<file path="src/sv/ttip_pkg.sv">
// Package for the token to integer parser: payload types, codes and character helpers.
package ttip_pkg;

    // Input item: one payload byte and its end marker
    typedef struct packed {
        logic [7:0] char_byte;
        logic       last_byte;
    } t_in;

    // Result item
    typedef struct packed {
        logic [31:0] value;
        logic [1:0]  status;
        logic        end_of_payload;
    } t_out;

    // Configuration register set
    typedef struct packed {
        logic [1:0] number_base;
        logic       signed_mode;
    } t_cfg;

    // Register indexes
    localparam logic CFG_NUMBER_BASE = 1'b0;
    localparam logic CFG_SIGNED_MODE = 1'b1;

    // number_base codes
    localparam logic [1:0] BASE_AUTO = 2'd0;
    localparam logic [1:0] BASE_DEC  = 2'd1;
    localparam logic [1:0] BASE_HEX  = 2'd2;

    // Result status codes
    localparam logic [1:0] ST_OK        = 2'd0;
    localparam logic [1:0] ST_NO_DIGITS = 2'd1;
    localparam logic [1:0] ST_OVERFLOW  = 2'd2;
    localparam logic [1:0] ST_NO_TOKEN  = 2'd3;

    // Marker for a byte that is no digit in any base
    localparam logic [7:0] DIGIT_NONE = 8'd255;

    // Parser phase
    typedef enum logic [2:0] {
        PH_SKIP_FRESH,
        PH_SKIP_AFTER,
        PH_LEAD,
        PH_AFTER_SIGN,
        PH_ZERO,
        PH_X,
        PH_DIGITS,
        PH_DONE
    } t_phase;

    // Base in force for the current token
    typedef enum logic [1:0] {
        EB_UNSET,
        EB_DEC,
        EB_HEX,
        EB_OCT
    } t_eb;

    // Space, tab, CR and LF split tokens
    function automatic logic is_separator(input logic [7:0] c);
        return (c == 8'h20) || (c == 8'h09) || (c == 8'h0D) || (c == 8'h0A);
    endfunction

    // Digit value of a character, up to 35, or DIGIT_NONE
    function automatic logic [7:0] digit_of(input logic [7:0] c);
        logic [7:0] d;
        d = DIGIT_NONE;
        if (c inside {[8'h30:8'h39]}) begin
            d = c - 8'h30;
        end else if (c inside {[8'h61:8'h7A]}) begin
            d = c - 8'h61 + 8'd10;
        end else if (c inside {[8'h41:8'h5A]}) begin
            d = c - 8'h41 + 8'd10;
        end
        return d;
    endfunction

    // Radix of an effective base; unset counts as decimal
    function automatic logic [4:0] radix_of(input t_eb eb);
        logic [4:0] r;
        case (eb)
            EB_HEX:  r = 5'd16;
            EB_OCT:  r = 5'd8;
            default: r = 5'd10;
        endcase
        return r;
    endfunction

endpackage

</file>
<file path="src/sv/ttip_parse.sv">
// Parser core: token state, per-byte update and the result register.
module ttip_parse #(
    parameter int MAX_TOKEN_CHARS = 255
) (
    input  logic          i_clk,
    input  logic          i_rst_n,
    input  ttip_pkg::t_cfg i_cfg,
    input  logic          i_valid,
    output logic          o_ready,
    input  ttip_pkg::t_in i_data,
    output logic          o_valid,
    input  logic          i_ready,
    output ttip_pkg::t_out o_data
);
    import ttip_pkg::*;

    localparam int CW = $clog2(MAX_TOKEN_CHARS + 1);

    t_phase        r_phase, n_phase;
    logic [31:0]   r_acc, n_acc;
    logic          r_neg, n_neg;
    logic          r_dig, n_dig;
    logic          r_ovf, n_ovf;
    t_eb           r_eb, n_eb;
    logic [CW-1:0] r_chars, n_chars;

    logic          r_out_valid;
    t_out          r_out;

    logic          w_step;
    logic          w_sep;
    logic          w_tok;
    logic          w_do_acc;
    logic          w_emit;
    logic          w_emit_none;
    logic [7:0]    w_c;
    logic [7:0]    w_d;
    logic [35:0]   w_prod;
    logic [35:0]   w_sum;
    logic [35:0]   w_limit;
    t_out          w_res;

    // Transfer into the core when the result register is free or being drained
    assign o_ready = !r_out_valid || i_ready;
    assign w_step  = i_valid && o_ready;
    assign w_c     = i_data.char_byte;
    assign w_d     = digit_of(w_c);
    assign w_sep   = is_separator(w_c);

    // Next state for one byte
    always_comb begin
        n_phase     = r_phase;
        n_acc       = r_acc;
        n_neg       = r_neg;
        n_dig       = r_dig;
        n_ovf       = r_ovf;
        n_eb        = r_eb;
        n_chars     = r_chars;
        w_tok       = 1'b0;
        w_do_acc    = 1'b0;
        w_emit      = 1'b0;
        w_emit_none = 1'b0;
        w_prod      = '0;
        w_sum       = '0;
        w_limit     = '0;

        if (r_phase == PH_SKIP_FRESH || r_phase == PH_SKIP_AFTER) begin
            if (w_sep) begin
                if (i_data.last_byte) begin
                    if (r_phase == PH_SKIP_FRESH) begin
                        w_emit_none = 1'b1;
                    end else begin
                        n_phase = PH_SKIP_FRESH;
                    end
                end
            end else begin
                // Start a token
                n_acc   = '0;
                n_neg   = 1'b0;
                n_dig   = 1'b0;
                n_ovf   = 1'b0;
                n_chars = '0;
                if (i_cfg.number_base == BASE_HEX) begin
                    n_eb = EB_HEX;
                end else if (i_cfg.number_base == BASE_AUTO) begin
                    n_eb = EB_UNSET;
                end else begin
                    n_eb = EB_DEC;
                end
                n_phase = PH_LEAD;
                w_tok   = 1'b1;
            end
        end else begin
            if (w_sep) begin
                w_emit  = 1'b1;
                n_phase = i_data.last_byte ? PH_SKIP_FRESH : PH_SKIP_AFTER;
            end else begin
                w_tok = 1'b1;
            end
        end

        // Token byte, counted up to the length limit
        if (w_tok && (n_chars < CW'(MAX_TOKEN_CHARS))) begin
            n_chars = n_chars + 1'b1;
            case (n_phase)
                PH_LEAD, PH_AFTER_SIGN: begin
                    if (n_phase == PH_LEAD && (w_c == 8'h0B || w_c == 8'h0C)) begin
                        n_phase = PH_LEAD;
                    end else if (n_phase == PH_LEAD && w_c == 8'h2B) begin
                        n_phase = PH_AFTER_SIGN;
                    end else if (n_phase == PH_LEAD && w_c == 8'h2D) begin
                        n_neg   = 1'b1;
                        n_phase = PH_AFTER_SIGN;
                    end else if (w_c == 8'h30 && (n_eb == EB_UNSET || n_eb == EB_HEX)) begin
                        n_dig   = 1'b1;
                        n_phase = PH_ZERO;
                    end else begin
                        if (n_eb == EB_UNSET && w_d >= 8'd1 && w_d <= 8'd9) begin
                            n_eb = EB_DEC;
                        end
                        if (n_eb != EB_UNSET && w_d < {3'b000, radix_of(n_eb)}) begin
                            w_do_acc = 1'b1;
                            n_phase  = PH_DIGITS;
                        end else begin
                            n_phase = PH_DONE;
                        end
                    end
                end
                PH_ZERO: begin
                    if (w_c == 8'h78 || w_c == 8'h58) begin
                        n_phase = PH_X;
                    end else begin
                        if (n_eb == EB_UNSET) begin
                            n_eb = EB_OCT;
                        end
                        if (w_d < {3'b000, radix_of(n_eb)}) begin
                            w_do_acc = 1'b1;
                            n_phase  = PH_DIGITS;
                        end else begin
                            n_phase = PH_DONE;
                        end
                    end
                end
                PH_X: begin
                    n_eb = EB_HEX;
                    if (w_d < 8'd16) begin
                        w_do_acc = 1'b1;
                        n_phase  = PH_DIGITS;
                    end else begin
                        n_phase = PH_DONE;
                    end
                end
                PH_DIGITS: begin
                    if (w_d < {3'b000, radix_of(n_eb)}) begin
                        w_do_acc = 1'b1;
                    end else begin
                        n_phase = PH_DONE;
                    end
                end
                default: begin
                end
            endcase
        end

        // Shift-add accumulate with saturation check
        if (w_do_acc) begin
            n_dig = 1'b1;
            case (n_eb)
                EB_HEX:  w_prod = {n_acc, 4'b0000};
                EB_OCT:  w_prod = {1'b0, n_acc, 3'b000};
                default: w_prod = {1'b0, n_acc, 3'b000} + {3'b000, n_acc, 1'b0};
            endcase
            w_sum = w_prod + {28'd0, w_d};
            if (i_cfg.signed_mode) begin
                w_limit = n_neg ? 36'h0_8000_0000 : 36'h0_7FFF_FFFF;
            end else begin
                w_limit = 36'h0_FFFF_FFFF;
            end
            if (!n_ovf) begin
                if (w_sum > w_limit) begin
                    n_ovf = 1'b1;
                end else begin
                    n_acc = w_sum[31:0];
                end
            end
        end

        // Payload end closes an open token
        if (w_tok && i_data.last_byte) begin
            w_emit  = 1'b1;
            n_phase = PH_SKIP_FRESH;
        end
    end

    // Result for the token as it stands after this byte
    always_comb begin
        w_res.end_of_payload = i_data.last_byte;
        if (w_emit_none) begin
            w_res.value  = '0;
            w_res.status = ST_NO_TOKEN;
        end else if (!n_dig) begin
            w_res.value  = '0;
            w_res.status = ST_NO_DIGITS;
        end else if (n_ovf) begin
            w_res.status = ST_OVERFLOW;
            if (i_cfg.signed_mode) begin
                w_res.value = n_neg ? 32'h8000_0000 : 32'h7FFF_FFFF;
            end else begin
                w_res.value = 32'hFFFF_FFFF;
            end
        end else begin
            w_res.status = ST_OK;
            w_res.value  = n_neg ? (32'd0 - n_acc) : n_acc;
        end
    end

    // Advance token state
    always_ff @(posedge i_clk) begin
        if (!i_rst_n) begin
            r_phase <= PH_SKIP_FRESH;
            r_acc   <= '0;
            r_neg   <= 1'b0;
            r_dig   <= 1'b0;
            r_ovf   <= 1'b0;
            r_eb    <= EB_UNSET;
            r_chars <= '0;
        end else if (w_step) begin
            r_phase <= n_phase;
            r_acc   <= n_acc;
            r_neg   <= n_neg;
            r_dig   <= n_dig;
            r_ovf   <= n_ovf;
            r_eb    <= n_eb;
            r_chars <= n_chars;
        end
    end

    // Result register: load on a result, drop after its transfer
    always_ff @(posedge i_clk) begin
        if (!i_rst_n) begin
            r_out_valid <= 1'b0;
        end else if (w_step) begin
            r_out_valid <= w_emit || w_emit_none;
        end else if (i_ready) begin
            r_out_valid <= 1'b0;
        end
    end

    always_ff @(posedge i_clk) begin
        if (w_step && (w_emit || w_emit_none)) begin
            r_out <= w_res;
        end
    end

    assign o_valid = r_out_valid;
    assign o_data  = r_out;

    // Token length counter stays within its limit
    a_chars_limit: assert property (@(posedge i_clk) disable iff (!i_rst_n)
        r_chars <= CW'(MAX_TOKEN_CHARS))
        else $error("token char count above limit");

    // Digits are only taken with a known base
    a_digits_base: assert property (@(posedge i_clk) disable iff (!i_rst_n)
        (r_phase == PH_DIGITS) |-> (r_eb != EB_UNSET))
        else $error("digit phase without a base");

    // A payload end always returns to the fresh skip phase
    a_last_fresh: assert property (@(posedge i_clk) disable iff (!i_rst_n)
        (w_step && i_data.last_byte) |=> (r_phase == PH_SKIP_FRESH))
        else $error("phase not fresh after payload end");

    // No-token and no-digit results carry a zero value; no-token ends a payload
    a_zero_results: assert property (@(posedge i_clk) disable iff (!i_rst_n)
        (r_out_valid && (r_out.status == ST_NO_TOKEN || r_out.status == ST_NO_DIGITS))
        |-> (r_out.value == 32'd0
             && (r_out.status != ST_NO_TOKEN || r_out.end_of_payload)))
        else $error("bad empty result");

endmodule

</file>
<file path="src/sv/token_to_integer_parser.sv">
// Top level of the token to integer parser: configuration, input register and parser core.
// A closing byte passes the input register; its result is offered by the result register.
// Throughput: one byte per cycle while the result side is ready; the shift-add and compare
// sit between the input register and the result register. A held result stalls the core.
// Reset: synchronous, active low; clears the configuration registers to auto base and
// unsigned mode, empties both stages and returns the parser to separator skipping.
module token_to_integer_parser #(
    parameter int MAX_TOKEN_CHARS = 255
) (
    input  logic           i_clk,
    input  logic           i_rst_n,
    input  logic           i_cfg_we,
    input  logic           i_cfg_idx,
    input  logic [1:0]     i_cfg_wdata,
    input  logic           i_valid,
    output logic           o_ready,
    input  ttip_pkg::t_in  i_data,
    output logic           o_valid,
    input  logic           i_ready,
    output ttip_pkg::t_out o_data
);
    import ttip_pkg::*;

    t_cfg r_cfg;
    logic r_in_valid;
    t_in  r_in;
    logic w_core_ready;

    // Configuration writes
    always_ff @(posedge i_clk) begin
        if (!i_rst_n) begin
            r_cfg.number_base <= BASE_AUTO;
            r_cfg.signed_mode <= 1'b0;
        end else if (i_cfg_we) begin
            case (i_cfg_idx)
                CFG_NUMBER_BASE: r_cfg.number_base <= i_cfg_wdata;
                CFG_SIGNED_MODE: r_cfg.signed_mode <= i_cfg_wdata[0];
                default: begin
                end
            endcase
        end
    end

    // Input register: take a byte when empty or when the core takes the held one
    assign o_ready = !r_in_valid || w_core_ready;

    always_ff @(posedge i_clk) begin
        if (!i_rst_n) begin
            r_in_valid <= 1'b0;
        end else if (o_ready) begin
            r_in_valid <= i_valid;
        end
    end

    always_ff @(posedge i_clk) begin
        if (i_valid && o_ready) begin
            r_in <= i_data;
        end
    end

    ttip_parse #(
        .MAX_TOKEN_CHARS(MAX_TOKEN_CHARS)
    ) u_parse (
        .i_clk   (i_clk),
        .i_rst_n (i_rst_n),
        .i_cfg   (r_cfg),
        .i_valid (r_in_valid),
        .o_ready (w_core_ready),
        .i_data  (r_in),
        .o_valid (o_valid),
        .i_ready (i_ready),
        .o_data  (o_data)
    );

endmodule
</file>
<file path="config.mk">
export PLATFORM = sky130hd
export DESIGN_NAME = token_to_integer_parser
export DESIGN_NICKNAME = d
export VERILOG_FILES = /design/src/sv/ttip_pkg.sv /design/src/sv/ttip_parse.sv /design/src/sv/token_to_integer_parser.sv
export SDC_FILE = /design/constraint.sdc
export NUM_CORES = 1
export LEC_CHECK = 0
export BUFFER_PORTS_ARGS = -buffer_cell sky130_fd_sc_hd__buf_4
export CAP_MARGIN = 30
export CORE_MARGIN = 2
export CORE_UTILIZATION = 50
export DETAILED_ROUTE_END_ITERATION = 7
export GPL_TIMING_DRIVEN = 1
export PLACE_DENSITY = 0.73
export SYNTH_ARGS = -nofsm -noshare
export SYNTH_HDL_FRONTEND = slang
export SYNTH_SLANG_ARGS = --single-unit
</file>
<file path="constraint.sdc">
create_clock -name i_clk -period 17.1 [get_ports i_clk]
set_input_delay 0.855 -clock i_clk [delete_from_list [all_inputs] [get_ports i_clk]]
set_output_delay 0.855 -clock i_clk [all_outputs]
set_load 0.01 [all_outputs]
</file>
==> metrics, run 1 <==
status=finished, final reports clean; post-layout min period=around 13 ns; Post-synth EDFFs=44; Setup Skew=roughly 0.012 ns; ys async rst share=0%; GR Util All Layers=a little over a quarter; Yosys top cell by area=edfxtp_1; grt total ovfl=0; antenna viol nets, final=0; Core Area=~22,000 um^2; critical path required time=approximately 17 ns; final core occ=around 54%; WL/cell=18.6 um; Post-CTS Setup Inserts=0; Avg Cell Area, Syn=7.69 um^2; most used cell along the critical path=a21o_1; Placed Cells incl. Taps=1,687; Routed WL=about 32,000 um; Final Setup Violations=0; Clock Tree Root=clkbuf_16; DRC=0; Gates resized, CTS repair=0; clk sinks=97; Gate Count Post-Synth=1,417; CTS H-tree lvls=3; Detail Route met2 WL=13,300 um; Ant. Diodes=0; Critical path destination=u_parse.o_data[23]; reg2reg setup slack=3.63 ns; I/O pin count=54; top cell type's share of synthesized area=12.1%; fin crit share=78.7%; first drt pass iteration count=5; top-count cell post-synth=nand2_1; worst r2r dst=u_parse.o_data[23]; final hold vios=0; CP Launch Point=r_in[1]; CTS tree=yes; synthesis-stage register bit count=97; Synth cell types=between 90 and 100; list of most frequent post-synthesis cells=172 x nand2_1, 114 x nor2_1, 100 x a21oi_1; clock-pin slew on the worst setup and hold paths=0.08 ns; Worst slew margin=a little over a third; synthesized cell area=between 10,000 and 15,000 um^2; Slowest cell on crit path=nand3_2; fmax=0.0743 GHz; cell area after layout=between 10,000 and 15,000 um^2; die area=between 20,000 and 25,000 um^2; vias in the first global route=9,641; # rows=54; leakage power=approximately 5.2 nW; layout net count=around 1,500; Seq/Total Area, Yosys=between 20 and 25%; Net Count, Synth=between 1,500 and 2,000; PortBufs=53; Crit. End Element=register; dominant delay contributor by cell family on the critical path=compound AO/OA/AOI/OAI gates; gpl congestion=0.974; crit path max fanout=44; Vias=~11,000; met3 routed WL=2460 um; CTS Buffer Depth=2; global-route wire length before repair=~50,000 um; initial core utilization=50.4%; Crit Path Class=register to register; Worst R2R Start=r_in[1]; fin. max-slew vios=0; RSZ-0062 raised after global routing=no; Area contributors post-synth=edfxtp_1 12%, dfxtp_1 9.7%, ha_1 9.4%, nand2_1 5.9%, a21oi_1 4.6%; Worst path max stage delay=slightly above 0.8 ns; Via density=6.39; Crit path depth=51; worst hold path type=register to register; Setup crit start kind=register; Met1 Wirelength=15,100 um; Most used DFF post-synth=dfxtp_1; Layout area overhead=7.92%; Skew-Pair Late Insertion Delay=0.36 ns; share of cells above drive strength 1=9.49%; Sum Neg Setup Slack=0 ns; pwr/cell area=about 55 nW/um^2; Worst EP arrival=13.55 ns; largest net degree at the start of global routing=between 50 and 60; placed inst area=between 10,000 and 15,000 um^2; max_cap viols=0; Hold-fix buffers, CTS=0; initial antenna violation count=0; CP Buf/Inv Count=2; R2R cell count=51; Die Y=152 um; initial DRC count=approximately 1,100; fin cells=1,703; Die W=152 um; Synth warnings=0; clock buffer count from CTS=9; half-perimeter wire length after placement=24,200 um; Worst-Margin Slew=0.970 ns; Max VDD drop=0.0000504 V; uppermost layer routed=met4
-- routing by layer --
metal | global-route usage, % | vias to the layer above
met1 | 41.0 | 5071
met2 | 40.6 | 487
met4 | 8.52 | 0
met5 | 0 | -
li1 | - | 5278
met3 | 4.01 | 48
-- final cells by class --
class | count | area (um^2)
clock buffer | 10 | 250
clock inverter | 6 | 65.1
fill | 2030 | 9860
tap | 280 | 350
timing repair buffer | 64 | 480
inverter | 49 | 184
sequential | 97 | 2380
multi-input combinational | 1197 | 8050
-- through the flow --
| step | hold slack [ns] | setup slack, ns | total power, mW |
|---|---|---|---|
| finish | 0.468 | 3.63 | 0.652 |
| global placement | 0.447 | 4.47 | 0.431 |
| floorplan | 0.423 | 5.38 | 0.387 |
| detailed placement | 0.454 | 3.93 | 0.434 |
| CTS | 0.469 | 3.91 | 0.648 |
| global route | 0.504 | 2.58 | 0.679 |
-- power by group --
part	switching, mW	leakage, nW	internal, mW	total [mW]
clock	0.105	0.155	0.112	0.217
sequential	0.00787	0.808	0.250	0.258
combinational	0.115	4.27	0.0613	0.177
-- worst min-delay path by stage --
| stage | from | end | slack (ns) | cells after the start |
|---|---|---|---|---|
| 3_5_place_dp | u_parse.r_acc[14] | u_parse.r_acc[14] | 0.45 | 2 |
| 2_1_floorplan | u_parse.r_chars[7] | u_parse.r_chars[7] | 0.42 | 1 |
| 3_3_place_gp | u_parse.r_acc[14] | u_parse.r_acc[14] | 0.45 | 2 |
| 4_1_cts | u_parse.r_acc[14] | u_parse.r_acc[14] | 0.47 | 2 |
| 5_1_grt | u_parse.r_dig | u_parse.r_dig | 0.50 | 2 |
| 6_report | u_parse.r_dig | u_parse.r_dig | 0.47 | 2 |
-- flip-flops by register name, summed over array words and instances, names as in the netlist --
register	flops
u_parse.o_data	35
u_parse.r_acc	32
r_in	9
u_parse.r_chars	8
r_cfg	3
u_parse.r_phase	3
u_parse.r_eb	2
r_in_valid	1
u_parse.o_valid	1
u_parse.r_dig	1
u_parse.r_neg	1
u_parse.r_ovf	1
-- cells by family after synthesis --
logic type | Yosys count | share of synthesized area, %
AO/OA/AOI/OAI | 434 | 27.6
XOR/XNOR | 71 | 5.71
flip-flops | 97 | 21.9
adder cells (fa/ha/maj) | 84 | 9.78
multiplexers | 46 | 4.47
buffers and inverters | 123 | 4.66
AND/OR/NAND/NOR | 562 | 26.0
-- layout by cell type (no fill, tap or decap), drive strengths merged, types with 8 or more instances in the layout --
cell | Yosys | final
a211oi | 14 | 14
a21boi | 10 | 10
a21o | 39 | 39
a21oi | 102 | 102
a22oi | 9 | 9
a311oi | 8 | 8
a31oi | 23 | 23
and2 | 36 | 36
and3 | 23 | 23
buf | 22 | 64
clkbuf | 52 | 10
dfxtp | 53 | 53
edfxtp | 44 | 44
ha | 82 | 82
inv | 48 | 52
mux2 | 15 | 15
mux2i | 31 | 31
nand2 | 173 | 173
nand2b | 9 | 9
nand3 | 46 | 46
nand4 | 22 | 22
nor2 | 116 | 116
nor2b | 26 | 26
nor3 | 32 | 32
nor4 | 22 | 22
o211a | 24 | 24
o211ai | 17 | 17
o21a | 10 | 10
o21ai | 84 | 84
o21bai | 9 | 9
o31ai | 16 | 16
or2 | 8 | 8
or3 | 17 | 17
xnor2 | 44 | 44
xor2 | 27 | 27
-- worst register-to-register path: cells and delay by family (launching register included) --
family,cells,cell delay (ns)
compound gates,23,5.02
simple gates,17,4.70
fa+ha+maj,5,1.28
mux,3,1.03
flops,1,0.53
buf+inv,2,0.42
xor+xnor,1,0.23
Power figures use the tool's default switching activity.
==> run 2, diff against run 1 <==
--- a/config.mk
+++ b/config.mk
@@ -5,6 +5,7 @@
 export SDC_FILE = /design/constraint.sdc
 export NUM_CORES = 1
 export LEC_CHECK = 0
+export ABC_AREA = 1
 export BUFFER_PORTS_ARGS = -buffer_cell sky130_fd_sc_hd__buf_4
 export CAP_MARGIN = 30
 export CORE_MARGIN = 2
==> constraint.sdc (replaced) <==
create_clock -name i_clk -period 12.4 [get_ports i_clk]
set_input_delay 0.62 -clock i_clk [delete_from_list [all_inputs] [get_ports i_clk]]
set_output_delay 0.62 -clock i_clk [all_outputs]
set_load 0.01 [all_outputs]
==> run 2 against run 1 <==
Against the previous run: via count rose by 7.5%; die area rose by 3.8%; area after synthesis rose by 3.9%; critical path type unchanged; routed wire length fell by 2.2%; critical path depth rose by 6; register-to-register slack got worse by 1.8 ns; sequential share of layout area fell by 0.63 points; sequential power rose by 38%; fmax rose by 27%; worst setup slack got worse by 1.8 ns; clock power rose by 28%; final area rose by 3.2%.
==> metrics, run 2 <==
initial DRC count=1,184 (was 1,131); Worst slew margin=34.9% (about the same); ys async rst share=0% (unchanged); commonest non-fill, non-tap cell in the layout=nand2_1 (unchanged); # rows=55 (was 54); sequential cell area=2380 um^2 (unchanged); busiest grt layer=met2 (was met1); global-route wire length before repair=50,700 um (was 50,600 um); Area contributors post-synth=nand2_1 18%, edfxtp_1 12%, dfxtp_1 9.4%, ha_1 9.1%, inv_1 7.8% (was edfxtp_1 12%, dfxtp_1 9.7%, ha_1 9.4%, nand2_1 5.9%, a21oi_1 4.6%); Die Y=154 um (was 152 um); fin. max-slew vios=0 (unchanged); M1 GR Usage=37.1% (was 41.0%); Setup Skew=0.00810 ns (was 0.0121 ns); Die W=154 um (was 152 um); Seq/Total Area, Yosys=21.0% (was 21.9%); antenna viol nets, final=0 (unchanged); final core occ=54.1% (was 54.4%); Skew-Pair Late Insertion Delay=0.36 ns (about the same); Hold Path Origin=i_data[0] (was u_parse.r_dig); die area=23,900 um^2 (was 23,000 um^2); synthesis-stage register bit count=97 (unchanged); half-perimeter wire length after placement=24,500 um (was 24,200 um); final hold vios=0 (unchanged); gpl congestion=0.953 (was 0.974); fin crit share=85.4% (was 78.7%); Post-CTS Setup Inserts=0 (unchanged); Sum Neg Setup Slack=0 ns (unchanged); Setup crit start kind=register (unchanged); status=finished, final reports clean (unchanged); Via density=5.54 (was 6.39); initial core utilization=50.5% (was 50.4%); Net Count, Synth=1,913 (was 1,518); CP Launch Point=r_in[5] (was r_in[1]); grt total ovfl=0 (unchanged); Slowest cell on crit path=nor3_4 (was nand3_2); post-layout min period=10.59 ns (was 13.47 ns); WL/cell=14.7 um (was 18.6 um); top-count cell post-synth=nand2_1 (unchanged); Synth cell types=60 (was 96); most frequent cells in the layout=534 x nand2_1, 234 x inv_1, 162 x nor2_1 (was 172 x nand2_1, 113 x nor2_1, 100 x a21oi_1); Routed WL=31,000 um (was 31,700 um); PortBufs=53 (unchanged); met2 GRT Util=39.9% (was 40.6%); vias in the first global route=10,400 (was 9,641); Final Setup Violations=0 (unchanged); Worst R2R Start=r_in[5] (was r_in[1]); Gates resized, CTS repair=0 (unchanged); top cell type's share of synthesized area=17.7% (was 12.1%); Hold-fix buffers, CTS=0 (unchanged); max FFs per register=35 (unchanged); dominant delay contributor by cell family on the critical path=simple AND/OR/NAND/NOR gates (was compound AO/OA/AOI/OAI gates); Max VDD drop=0.0000687 V (was 0.0000504 V); CTS Buffer Depth=2 (unchanged); leakage power=6.43 nW (was 5.24 nW); share of cells above drive strength 1=10.3% (was 9.49%); Core Area=22,400 um^2 (was 21,600 um^2); clk sinks=97 (unchanged); Gate Count Post-Synth=1,812 (was 1,417); I/O pin count=54 (unchanged); CTS tree=yes (unchanged); layout net count=1,925 (was 1,519); met3 usage=3.67% (was 4.01%); Worst path max stage delay=0.81 ns (about the same); critical path required time=12.48 ns (was 17.19 ns); Vias=11,700 (was 10,900); GR Util All Layers=25.6% (was 27.4%); first drt pass iteration count=6 (was 5); Layout area overhead=7.16% (was 7.92%); CTS H-tree lvls=3 (unchanged); Worst EP arrival=10.66 ns (was 13.55 ns); Ant. Diodes=0 (unchanged); Avg Cell Area, Syn=6.25 um^2 (was 7.69 um^2); Crit Path Class=register to register (unchanged); synthesized cell area=11,300 um^2 (was 10,900 um^2); CP Buf/Inv Count=8 (was 2); Crit. End Element=register (unchanged); Synth warnings=0 (unchanged); fmax=0.0944 GHz (was 0.0743 GHz); clock buffer count from CTS=9 (unchanged); most used cell along the critical path=nand2_1 (was a21o_1); list of most frequent post-synthesis cells=534 x nand2_1, 234 x inv_1, 163 x nor2_1 (was 172 x nand2_1, 114 x nor2_1, 100 x a21oi_1); clock-pin slew on the worst setup and hold paths=0.08 ns (about the same); area of the multi-input gates=7650 um^2 (was 8050 um^2); Most used DFF post-synth=dfxtp_1 (unchanged); largest net degree at the start of global routing=74 (was 54); Worst-Margin Slew=0.974 ns (was 0.970 ns); initial antenna violation count=0 (unchanged); Clock Tree Root=clkbuf_16 (unchanged); RSZ-0062 raised after global routing=no (unchanged); Post-synth EDFFs=44 (unchanged); crit path max fanout=64 (was 44); max_cap viols=0 (unchanged); DRC=0 (unchanged); Yosys top cell by area=nand2_1 (was edfxtp_1); pwr/cell area=85.7 nW/um^2 (was 55.4 nW/um^2); Layout fillers=2,256 (was 2,030); worst hold path type=input port to register (was register to register)
## run 2: logic make-up after synthesis
logic type,synth area share (%)
AND/OR/NAND/NOR,39.7
buffers and inverters,11.4
AO/OA/AOI/OAI,13.8
flip-flops,21.0
adder cells (fa/ha/maj),9.41
XOR/XNOR,4.56
## run 2: cell type report
| type | count | share of cell area (%) |
|---|---|---|
| timing repair buffer | 61 | 3.94 |
| inverter | 256 | 8.00 |
| multi-input combinational | 1399 | 63.0 |
| sequential | 97 | 19.6 |
| clock buffer | 9 | 1.86 |
| clock inverter | 7 | 0.588 |
| tap | 285 | 2.94 |
## run 2: metal layers
layer,share of wire [%],wire (um),vias to the layer above
li1,-,-,5995
met5,0,0,-
met3,7.7,2380,39
met2,42,13200,402
met1,48,14800,5268
met4,2.2,672,0
## run 2: final timing paths
path	slack, ns	endpoint	depth (start not counted)
worst max-delay path	1.81	u_parse.o_data[25]	57
worst min-delay path	0.43	r_in[0]	1
worst max register to register	1.81	u_parse.o_data[25]	57
worst min register to register	0.47	r_cfg[2]	2
## run 2: metrics by stage
| step | cells | hold slack [ns] | setup slack [ns] | cell area, um^2 | power (mW) |
|---|---|---|---|---|---|
| after floorplan | 1812 | 0.431 | 3.98 | 11300 | 0.681 |
| after global placement | 2097 | 0.448 | 2.38 | 11800 | 0.753 |
| after detailed placement | 2097 | 0.462 | 2.00 | 11800 | 0.761 |
| after CTS | 2113 | 0.428 | 1.96 | 12100 | 1.04 |
| after global routing | 2114 | 0.429 | 0.601 | 12100 | 1.11 |
| final | 2114 | 0.435 | 1.81 | 12100 | 1.04 |
## run 2: power breakdown
group          total, mW  switching [mW]  internal [mW]
Sequential         0.355         0.00933          0.345
Clock              0.278           0.136          0.142
Combinational      0.408           0.285          0.123
## run 2: worst register-to-register path: cells and delay by family, from the launching register on
family                     cells  cell delay (ns)
buffers and inverters          8             1.05
adders and majority gates      5             1.28
AOI/OAI and AO/OA              9             1.53
xor gates and xnor gates       1             0.25
DFF                            1             0.49
and+or+nand+nor               34             5.76
